[src/hdl/framebuffer_line_drawer_assert.svh]
// ----------------------------------------------------------------------------
// Assertion macros for the frame store drawing engine
// Clocked on clk, disabled while rst_n is low.
// ----------------------------------------------------------------------------
`ifndef FRAMEBUFFER_LINE_DRAWER_ASSERT_SVH
`define FRAMEBUFFER_LINE_DRAWER_ASSERT_SVH

// Same-cycle implication: whenever a holds, b holds too.
`define FBLD_ASSERT_IMPL(label, a, b, msg) \
  label: assert property (@(posedge clk) disable iff (!rst_n) (a) |-> (b)) \
    else $error(msg);

// Next-cycle implication: whenever a holds, b holds in the next cycle.
`define FBLD_ASSERT_NEXT(label, a, b, msg) \
  label: assert property (@(posedge clk) disable iff (!rst_n) (a) |=> (b)) \
    else $error(msg);

`endif

[src/hdl/fbld_pkg.sv]
// ----------------------------------------------------------------------------
// fbld_pkg
// Shared constants, command codes and handshake structs of the drawing engine.
// ----------------------------------------------------------------------------
package fbld_pkg;

  localparam int DISPLAY_WIDTH  = 128;
  localparam int DISPLAY_HEIGHT = 64;
  localparam int PAGE_COUNT     = (DISPLAY_HEIGHT + 7) / 8;
  localparam int STORE_BYTES    = DISPLAY_WIDTH * PAGE_COUNT;
  localparam int ADDR_W         = $clog2(STORE_BYTES);

  // Fixed field widths of the command port.
  localparam int X_W     = 7;
  localparam int Y_W     = 6;
  localparam int BADDR_W = 10;
  localparam int DATA_W  = 8;
  localparam int CNT_W   = 8;
  localparam int ERR_W   = X_W + 3;

  // Longest line visits one pixel per column of the coordinate range.
  localparam int MAX_PIXELS = 2 ** X_W;

  typedef enum logic [1:0] {
    CMD_PIXEL = 2'd0,
    CMD_LINE  = 2'd1,
    CMD_READ  = 2'd2,
    CMD_CLEAR = 2'd3
  } fbld_cmd_t;

  typedef struct packed {
    logic [X_W-1:0] x;
    logic [Y_W-1:0] y;
  } fbld_pt_t;

  typedef struct packed {
    logic     load;
    logic     advance;
    fbld_pt_t p_start;
    fbld_pt_t p_end;
  } fbld_step_req_t;

  typedef struct packed {
    fbld_pt_t cur;
    logic     last;
  } fbld_step_sts_t;

endpackage

[src/hdl/fbld_stepper.sv]
// ----------------------------------------------------------------------------
// fbld_stepper
// Bresenham walker: loads two endpoints, presents one pixel, steps on request.
// ----------------------------------------------------------------------------
module fbld_stepper (
  input  logic                     clk,
  input  logic                     rst_n,
  input  fbld_pkg::fbld_step_req_t req,
  output fbld_pkg::fbld_step_sts_t sts
);
  import fbld_pkg::*;

  fbld_pt_t                 cur_r, cur_nxt;
  fbld_pt_t                 end_r, end_nxt;
  logic                     sx_neg_r, sx_neg_nxt;
  logic                     sy_neg_r, sy_neg_nxt;
  logic                     xmajor_r, xmajor_nxt;
  logic signed [ERR_W-1:0]  dx2_r, dx2_nxt;
  logic signed [ERR_W-1:0]  dy2_r, dy2_nxt;
  logic signed [ERR_W-1:0]  err_r, err_nxt;

  logic [X_W-1:0]           adx;
  logic [Y_W-1:0]           ady;
  logic signed [ERR_W-1:0]  e_dx, e_dy;
  logic [X_W-1:0]           x_step;
  logic [Y_W-1:0]           y_step;
  logic                     err_pos;

  always_comb begin
    adx = (req.p_end.x >= req.p_start.x) ? (req.p_end.x - req.p_start.x)
                                         : (req.p_start.x - req.p_end.x);
    ady = (req.p_end.y >= req.p_start.y) ? (req.p_end.y - req.p_start.y)
                                         : (req.p_start.y - req.p_end.y);
    e_dx = ERR_W'(adx);
    e_dy = ERR_W'(ady);
    x_step = sx_neg_r ? (cur_r.x - X_W'(1)) : (cur_r.x + X_W'(1));
    y_step = sy_neg_r ? (cur_r.y - Y_W'(1)) : (cur_r.y + Y_W'(1));
    err_pos = !err_r[ERR_W-1];

    cur_nxt    = cur_r;
    end_nxt    = end_r;
    sx_neg_nxt = sx_neg_r;
    sy_neg_nxt = sy_neg_r;
    xmajor_nxt = xmajor_r;
    dx2_nxt    = dx2_r;
    dy2_nxt    = dy2_r;
    err_nxt    = err_r;

    if (req.load) begin
      cur_nxt    = req.p_start;
      end_nxt    = req.p_end;
      sx_neg_nxt = req.p_end.x < req.p_start.x;
      sy_neg_nxt = req.p_end.y < req.p_start.y;
      xmajor_nxt = adx > X_W'(ady);
      dx2_nxt    = e_dx <<< 1;
      dy2_nxt    = e_dy <<< 1;
      // start at twice the minor span less the major span
      err_nxt    = (adx > X_W'(ady)) ? ((e_dy <<< 1) - e_dx) : ((e_dx <<< 1) - e_dy);
    end else if (req.advance) begin
      if (xmajor_r) begin
        cur_nxt.x = x_step;
        if (err_pos) begin
          cur_nxt.y = y_step;
          err_nxt   = err_r - dx2_r + dy2_r;
        end else begin
          err_nxt   = err_r + dy2_r;
        end
      end else begin
        cur_nxt.y = y_step;
        if (err_pos) begin
          cur_nxt.x = x_step;
          err_nxt   = err_r - dy2_r + dx2_r;
        end else begin
          err_nxt   = err_r + dx2_r;
        end
      end
    end
  end

  always_ff @(posedge clk) begin
    if (!rst_n) begin
      xmajor_r <= 1'b0;
    end else begin
      xmajor_r <= xmajor_nxt;
    end
  end

  // Walk registers are payload; they are always loaded before use.
  always_ff @(posedge clk) begin
    cur_r    <= cur_nxt;
    end_r    <= end_nxt;
    sx_neg_r <= sx_neg_nxt;
    sy_neg_r <= sy_neg_nxt;
    dx2_r    <= dx2_nxt;
    dy2_r    <= dy2_nxt;
    err_r    <= err_nxt;
  end

  assign sts.cur  = cur_r;
  assign sts.last = xmajor_r ? (cur_r.x == end_r.x) : (cur_r.y == end_r.y);

endmodule

[config.mk]
export PLATFORM = sky130hd
export DESIGN_NAME = fbld_stepper
export DESIGN_NICKNAME = d
export VERILOG_FILES = /design/src/hdl/framebuffer_line_drawer_assert.svh /design/src/hdl/fbld_pkg.sv /design/src/hdl/fbld_stepper.sv
export SDC_FILE = /design/constraint.sdc
export NUM_CORES = 1
export LEC_CHECK = 0
export ABC_AREA = 1
export BUFFER_PORTS_ARGS = -buffer_cell sky130_fd_sc_hd__buf_2
export CAP_MARGIN = 10
export CORE_MARGIN = 4
export CORE_UTILIZATION = 62
export DETAILED_ROUTE_END_ITERATION = 7
export GPL_ROUTABILITY_DRIVEN = 0
export GPL_TIMING_DRIVEN = 0
export PLACE_DENSITY = 0.82
export SYNTH_ARGS = -nofsm -noshare
export SYNTH_HDL_FRONTEND = slang
export SYNTH_SLANG_ARGS = --single-unit
[constraint.sdc]
create_clock -name clk -period 4.56 [get_ports clk]
set_clock_uncertainty 0.15 [all_clocks]
set_input_delay 0.228 -clock clk [delete_from_list [all_inputs] [get_ports clk]]
set_output_delay 0.228 -clock clk [all_outputs]
set_load 0.02 [all_outputs]
* After elaboration in Yosys (flattened, before gate mapping)
Index checks and enable logic that the tools add are counted.
** Word-level totals
- Flip-flop bits (word level) :: 52
- Word-level logic and storage cells :: 54
- Bits of input ports :: 30
- Output and inout bits :: 14
** Operators by class
- Add/sub/neg operators :: 16
- Mux-type cells :: 16
- Reduce and logical (&&, ||, !) cells :: 3
- Equality and inequality tests :: 4
- $lt $le $gt $ge :: 5
** Operator list (number)
- $mux W10 :: 6
- $mux W13 :: 3
- $mux W7 :: 3
- $add A10 B8 Y10 :: 2
- $add A10 B9 Y10 :: 2
- $mux W6 :: 3
- $sub A7 B7 Y7 :: 2
- $sub A6 B6 Y6 :: 2
- $sub A10 B8 Y10 :: 1
- $sub A10 B9 Y10 :: 1
- $sub A8 B6 Y9 :: 1
- $sub A7 B7 Y8 :: 1
- $add A7 B1 Y7 const B :: 1
- $eq A7 B7 Y1 :: 1
- $ge A7 B7 Y1 :: 1
- $gt A7 B6 Y1 :: 1
- $lt A7 B7 Y1 :: 1
- $sub A7 B1 Y7 const B :: 1
- $add A6 B1 Y6 const B :: 1
- $eq A6 B6 Y1 :: 1
- $ge A6 B6 Y1 :: 1
- $lt A6 B6 Y1 :: 1
- $ne A3 B3 Y1 const B :: 2
- $sub A6 B1 Y6 const B :: 1
- other kinds (3) :: 4

* Logic depth before layout (Yosys ltp)
Gate-level depths: netlist of run 1.
- Depth in word-level cells :: 6
- Depth in mapped cells :: 25
- Mapped depth without buffers :: 23

* Worst setup path before layout of run 1
Ideal clock, no wire load.
- Kind :: input to register
- Start point :: input port req[0] (netlist bit)
- End point :: register err_r[6] (data pin)
- Cell stages on the path :: 19
- Data arrival time :: 2.743 ns
- Buffers on the path :: 2
- Setup slack :: 1.413 ns
- Data required time :: 4.157 ns
- Setup time :: 0.253 ns
- Cell sequence :: inv_1 > ha_1 > inv_1 > fa_1 > nand3_1 > nand3_2 > buf_6 > o21ai_0 > xor2_1 > inv_1 > ha_1 > a21o_1 > a21oi_2 > nand2_2 > nand2_2 > buf_6 > nand3_1 > nand3_1 > nand2_1
** Between the ends
- Longest elaborated chain between the ends :: 5
- Elaborated cells on any way between the ends :: 9
- Those cells by class :: 4 x add/sub; 2 x order compare; 3 x mux
** RTL lines
- start, declared :: line fbld_stepper.sv:8 : input fbld_pkg::fbld_step_req_t req,
- $sub A6 B6 Y6, or another cell as far along :: line fbld_stepper.sv:33 : : (req.p_start.y - req.p_end.y);
- $mux W6 * :: line fbld_stepper.sv:32 : ady = (req.p_end.y >= req.p_start.y) ? (req.p_end.y - req.p_start.y)
- named net ady[4] :: line fbld_stepper.sv:23 : logic [Y_W-1:0] ady;
- $sub A8 B6 Y9, or another cell as far along :: line fbld_stepper.sv:58 : err_nxt = (adx > X_W'(ady)) ? ((e_dy <<< 1) - e_dx) : ((e_dx <<< 1) - e_dy);
- $mux W10 * :: line fbld_stepper.sv:58
- $mux W10 * :: line fbld_stepper.sv:49 : if (req.load) begin
- named net err_nxt[6] :: line fbld_stepper.sv:20 : logic signed [ERR_W-1:0] err_r, err_nxt;
- end signal, assigned :: line fbld_stepper.sv:96 : err_r <= err_nxt;
- end, declared :: line fbld_stepper.sv:20
The timed path passes the listed nets; every way through them passes the cells marked *.
A chain may end at the register's enable or synchronous reset.

* Worst setup path in the final report of run 1
- Start point :: input port req[0] (netlist bit)
- End point :: register err_r[4] (data pin)
** Between the ends
- Longest elaborated chain between the ends :: 5
- Elaborated cells on any way between the ends :: 9
- Those cells by class :: 4 x add/sub; 2 x order compare; 3 x mux
** RTL lines (line)
- $sub A6 B6 Y6, or another cell as far along :: fbld_stepper.sv:33
- $mux W6 * :: fbld_stepper.sv:32
- named net ady[4] :: fbld_stepper.sv:23
- $sub A8 B6 Y9 or $gt A7 B6 Y1 (tied branches) :: fbld_stepper.sv:58
- $mux W10 * :: fbld_stepper.sv:58
- $mux W10 * :: fbld_stepper.sv:49
- named net err_nxt[4] :: fbld_stepper.sv:20
Marked as above.

==> out/qor.csv, run 1 <==
metric,value,unit
I/O pin count,44,
"Max FO, Critical Path",10,
final WL,14.9,mm
Final period util,89.0,%
Max Freq,246,MHz
"Cell Area, Placed",6720,µm²
Total GRT Usage,26.7,%
synthesis-stage register bit count,51,
Post-Synth Simple-Gate Area,24.4,%
largest net degree at the start of global routing,32,
Post-DRT Antenna Nets,0,
Max-Cap Viols,0,
Worst path top cell family by delay,buffers and inverters,
CTS tree,done,
Place WS,0.822,ns
Critical Path Slowest Stage Cell,dlygate4sd3_1,
Pleak,3.76,nW
Post CTS Setup Buffer Count,0,
"Largest stage delay, worst path",0.53,ns
critical path class,in -> reg,
GRT overflow,0,
Compound-Gate Fraction of Synth Area,12.3,%
number of synthesized flops with an enable pin,50,
top post-synthesis cells by area,"edfxtp_1, ha_1, nand2_1",
mux cell area share after synthesis,0.316,%
cts bufs inserted,5,
post-CTS sizing,0,
"Avg Cell Area, Syn",7.30,µm²
row cnt,36,
"count leader, synth",nand2_1,
Worst EP required,4.48,ns
DR vias/cell,5.37,
Tmin final,4.06,ns
initial antenna violation count,0,
crit path buf inv count,7,
run status,completed,
Mapped Nets,995,
number of remaining DRC errors,0,
global-route wire length before repair,25.0,mm
Detailed Routing Iterations Pass 1,5,
min-delay worst type,in -> reg,
final instance area,6930,µm²
post-synth top area cell,edfxtp_1,
CTS Sinks,51,
RSZ-0062 raised after global routing,false,
Post-synth top cells,"nand2_1, inv_1, ha_1",
met3 Usage GRT,2.61,%
Die ar.,11900,µm²
top_reg_cell synth,edfxtp_1,
Synth Warn #,0,
Final Max Slew Viols,0,
"Cell Chain, Critical Path","dlygate4sd3_1, buf_2, inv_1, ha_1, inv_1, fa_1, nand3_1, nand3_2, buf_6, o21ai_0, xor2_1, inv_1, ha_1, a21o_1, a21oi_2, nand2_2, nand2_2, buf_6, nand2_1, nand3_1, nand2_1",
Tot Pwr,3.93,mW
ys async rst share,0,%
crit end category,register,
adder-cell share of the synthesized area,21.8,%
share of layout cells above drive strength 1,10.7,%
Die Y,109,µm
Layout area overhead,9.38,%
Final Hold Fails,0,
"Reg clk slew, reported paths",0.10,ns
post-synthesis cell area,6340,µm²
CP Launch Type,primary input,
cts hold-fix bufs,12,
deepest clock path buffer count,2,
P per Cell Area,567,nW/µm²
final setup fails,0,
number of global-route vias before repair,5537,
grt met2 use,48.7,%
Hold Worst Slack,0.00929,ns
1st-iter DRT viols,290,
Initial Util,64.3,%
CP arrival,3.98,ns
"Seq/Total Area, Yosys",24.0,%
TNS Setup,0,ns
htree depth,2,
max_slew headroom,42.7,%
die span in x,109,µm
CP most frequent cell,inv_1,
via count,5709,
antenna cell count,0,
core box area,9860,µm²
top-area cell type share of the netlist area,23.7,%
Worst-Margin Slew,0.859,ns
port buffer count,43,
Final HPWL DP,12.3,mm
worst skew pair latency,0.32,ns
post-DR wirelength/cell,14.0,µm
peak supply drop,0.442,mV
most used routing layer,met2,
post-layout net count,1057,
clk root buf,clkbuf_8,
Post-Syn Instances,868,
final setup margin,0.501,ns
main combinational cell family by area after synthesis,simple AND/OR/NAND/NOR gates,
Netlist cell types,44,
XOR/XNOR Fraction of Synth Area,4.97,%
met1 Track Usage GR,33.6,%
[path summary, 6_finish.rpt]
path / from / to / slack, ns / cells past startpoint
setup / recovery: req[0] / err_r[4]$_DFFE_PP_ / 0.50 / 21
hold / removal: req[1] / end_r[1]$_DFFE_PP_ / 0.009 / 1
setup reg to reg: dx2_r[2]$_DFFE_PP_ / err_r[7]$_DFFE_PP_ / 1.14 / 17
hold reg to reg: xmajor_r$_SDFFE_PN0P_ / xmajor_r$_SDFFE_PN0P_ / 0.48 / 2
[registers in the layout (all words and copies together) (netlist names)]
| name | flops |
|---|---|
| dy2_r | 6 |
| sx_neg_r | 1 |
| sy_neg_r | 1 |
| xmajor_r | 1 |
| dx2_r | 7 |
| sts | 13 |
| err_r | 9 |
| end_r | 13 |
[cells in the final DEF, fill, tap and decap left out, types with 3 or more instances in the layout]
cell type	n
a21oi_1	52
o211ai_1	3
inv_1	181
clkbuf_8	5
dlygate4sd3_1	12
nor2_1	37
edfxtp_1	50
nand3b_1	6
fa_1	22
o221ai_1	3
or2_2	3
buf_6	3
nand2_1	210
nand3_2	3
nor2_2	3
nand2_2	20
nand3_1	47
a31oi_1	5
xor2_1	29
nand4_1	15
a21o_1	3
ha_1	75
a22o_1	3
a21oi_2	4
o22ai_1	6
xnor2_1	7
clkbuf_1	4
inv_2	5
o21bai_1	3
o21ai_0	44
buf_2	46
[through the flow]
step | util (%) | std cells
global placement | 68.1 | 1044
global route | 70.3 | 1064
finish | 70.3 | 1064
floorplan | - | 868
detailed placement | 68.1 | 1044
CTS | 70.3 | 1064
[routing by layer]
layer / wire, µm / share of wire (%)
met1: 6410 / 43
met2: 7510 / 50
met3: 713 / 4.8
met4: 299 / 2.0
met5: 0 / 0
[kinds of logic after synthesis]
group                      count (synthesis)
buffers and inverters                    198
and+or+nand+nor                          349
xor gates and xnor gates                  36
DFF                                       51
muxes                                      2
AOI/OAI and AO/OA                        135
adders and majority gates                 97
[report_power, final]
part	switching (mW)	internal [mW]	total [mW]	leakage, nW
clock network	0.173	0.111	0.284	0.0461
registers	0.115	0.675	0.790	0.508
logic	1.78	1.08	2.86	3.20
[final cells by class]
type | count | area (µm²)
multi-input cells | 619 | 4040
repair buffers | 55 | 335
inverters | 187 | 702
well taps | 133 | 166
clock buffers | 5 | 68.8
plain buffers | 11 | 71.3
flip-flops and latches | 51 | 1520
fillers | 838 | 2930
clock inverters | 3 | 23.8
Power figures use the tool's default switching activity.
==> run 2: changes to the inputs <==
- CORE_UTILIZATION: 62 -> 40
- PLACE_DENSITY: 0.82 -> default
==> run 2 against run 1 <==
Compared with the run above:
- combinational power is essentially flat
- utilization shrank 24 points
- sequential power is essentially flat
- final area grew 1.8%
- clock-buffer cell count is the same
- largest cell class unchanged
- worst setup slack gained 0.15 ns
- global-route usage shrank 8.6 points
- power grew 3.0%
- wire length grew 6.6%
- fmax grew 3.9%
- highest routed layer unchanged
- clock power grew 39%
==> out/qor.csv, run 2 (same netlist as run 1, synthesis figures left out) <==
metric,value,unit,change
run status,completed,,
min-delay worst type,in -> reg,,
share of layout cells above drive strength 1,10.8,%,+0.035 points
Layout fillers,1574,,+88%
clk root buf,clkbuf_16,,
Final Hold Fails,0,,unchanged
antenna cell count,0,,unchanged
final setup fails,0,,unchanged
"commonest non-fill, non-tap cell in the layout",nand2_1,,
Hold Worst Slack,0.0116,ns,+0.00233 ns
port buffer count,43,,unchanged
Final Max Slew Viols,0,,unchanged
final WL,15.9,mm,+6.6%
crit end category,register,,
Post-DRT Antenna Nets,0,,unchanged
cts bufs inserted,5,,unchanged
number of global-route vias before repair,5418,,-2.1%
post-CTS sizing,0,,unchanged
global-route wire length before repair,26.2,mm,+4.7%
critical path class,in -> reg,,
1st-iter DRT viols,338,,+17%
most frequent cells in the layout,"nand2_1, inv_1, ha_1",,
Max-Cap Viols,0,,unchanged
Final Non-Filler Cells,1139,,+7.0%
Pleak,3.77,nW,+0.35%
htree depth,2,,unchanged
CTS tree,done,,
core box area,15400,µm²,+56%
CTS Sinks,51,,unchanged
Final Util,45.9,%,-24 points
DR vias/cell,4.86,,-9.4%
P per Cell Area,574,nW/µm²,+1.2%
cts hold-fix bufs,9,,-3
Worst EP required,4.46,ns,-0.02 ns
Post CTS Setup Buffer Count,0,,unchanged
DP Cell Count,1122,,+7.5%
CP Launch Type,primary input,,
I/O pin count,44,,unchanged
Tmin final,3.91,ns,-0.152 ns
Tot Pwr,4.05,mW,+3.0%
CP arrival,3.81,ns,-0.17 ns
GRT overflow,0,,unchanged
peak supply drop,0.282,mV,-36%
Die ar.,17900,µm²,+51%
"Reg clk slew, reported paths",0.07,ns,-0.03 ns
initial antenna violation count,0,,unchanged
largest net degree at the start of global routing,32,,unchanged
Final HPWL DP,13.1,mm,+7.0%
max_slew headroom,45.6,%,+2.9 points
number of remaining DRC errors,0,,unchanged
final setup margin,0.653,ns,+0.152 ns
"Cell Area, Placed",6820,µm²,+1.5%
deepest clock path buffer count,2,,unchanged
Detailed Routing Iterations Pass 1,5,,unchanged
"Max FO, Critical Path",9,,-1
row cnt,45,,+25%
post-layout net count,1054,,-0.28%
Final period util,85.7,%,-3.3 points
Layout area overhead,11.3,%,
worst skew pair latency,0.30,ns,-0.02 ns
RSZ-0062 raised after global routing,false,,
via count,5535,,-3.0%
Initial Util,41.2,%,-23 points
Total GRT Usage,18.1,%,-8.6 points
Place WS,0.846,ns,+0.0232 ns
Worst-Margin Slew,0.816,ns,-0.0428 ns
post-DR wirelength/cell,14.0,µm,-0.44%
Die Y,134,µm,+23%
final instance area,7060,µm²,+1.8%
die span in x,134,µm,+23%
Max Freq,256,MHz,+3.9%
TNS Setup,0,ns,unchanged
==> run 2: final timing paths <==
path         slack [ns]  depth (start not counted)             startpoint                    end
max                0.65                         19                req[11]     err_r[4]$_DFFE_PP_
min                0.01                          1                 req[8]     end_r[8]$_DFFE_PP_
max reg2reg        1.17                         16     dx2_r[2]$_DFFE_PP_     err_r[7]$_DFFE_PP_
min reg2reg        0.48                          2  xmajor_r$_SDFFE_PN0P_  xmajor_r$_SDFFE_PN0P_
==> run 2: metal layers <==
layer / up-vias / wire length (µm) / track usage, %
met5: - / 0 / 0
met4: 0 / 277 / 4.63
met3: 17 / 512 / 2.06
met2: 95 / 7230 / 30.6
met1: 2506 / 7900 / 24.8
li1: 2917 / - / -
==> run 2: final cells by class <==
cell class / count / area [µm²] / share of cell area [%]
Clock inverter: 3 / 23.8 / 0.337
Buffer: 11 / 71.3 / 1.01
Tap cell: 211 / 264 / 3.74
Inverter: 187 / 702 / 9.95
Sequential cell: 51 / 1520 / 21.6
Timing Repair Buffer: 52 / 305 / 4.33
Multi-Input combinational cell: 619 / 4040 / 57.3
Clock buffer: 5 / 125 / 1.77
==> run 2: worst max-delay path, cell delays in order <==
cell,delay (ns)
dlygate4sd3_1,0.54
buf_2,0.14
inv_1,0.05
ha_1,0.38
nand2_2,0.12
inv_2,0.07
a21oi_4,0.23
nand3_4,0.19
mux2i_1,0.17
xnor2_1,0.30
inv_1,0.16
ha_1,0.33
nand3_1,0.09
nor2_2,0.17
nand2_2,0.09
a21oi_2,0.31
nand2_1,0.10
nand3_1,0.09
nand2_1,0.05
==> run 2: where the power goes <==
| part | total (mW) | switching [mW] | internal [mW] |
|---|---|---|---|
| sequential | 0.789 | 0.113 | 0.676 |
| combinational | 2.87 | 1.79 | 1.08 |
| clock | 0.396 | 0.189 | 0.207 |
| total | 4.05 | 2.09 | 1.96 |
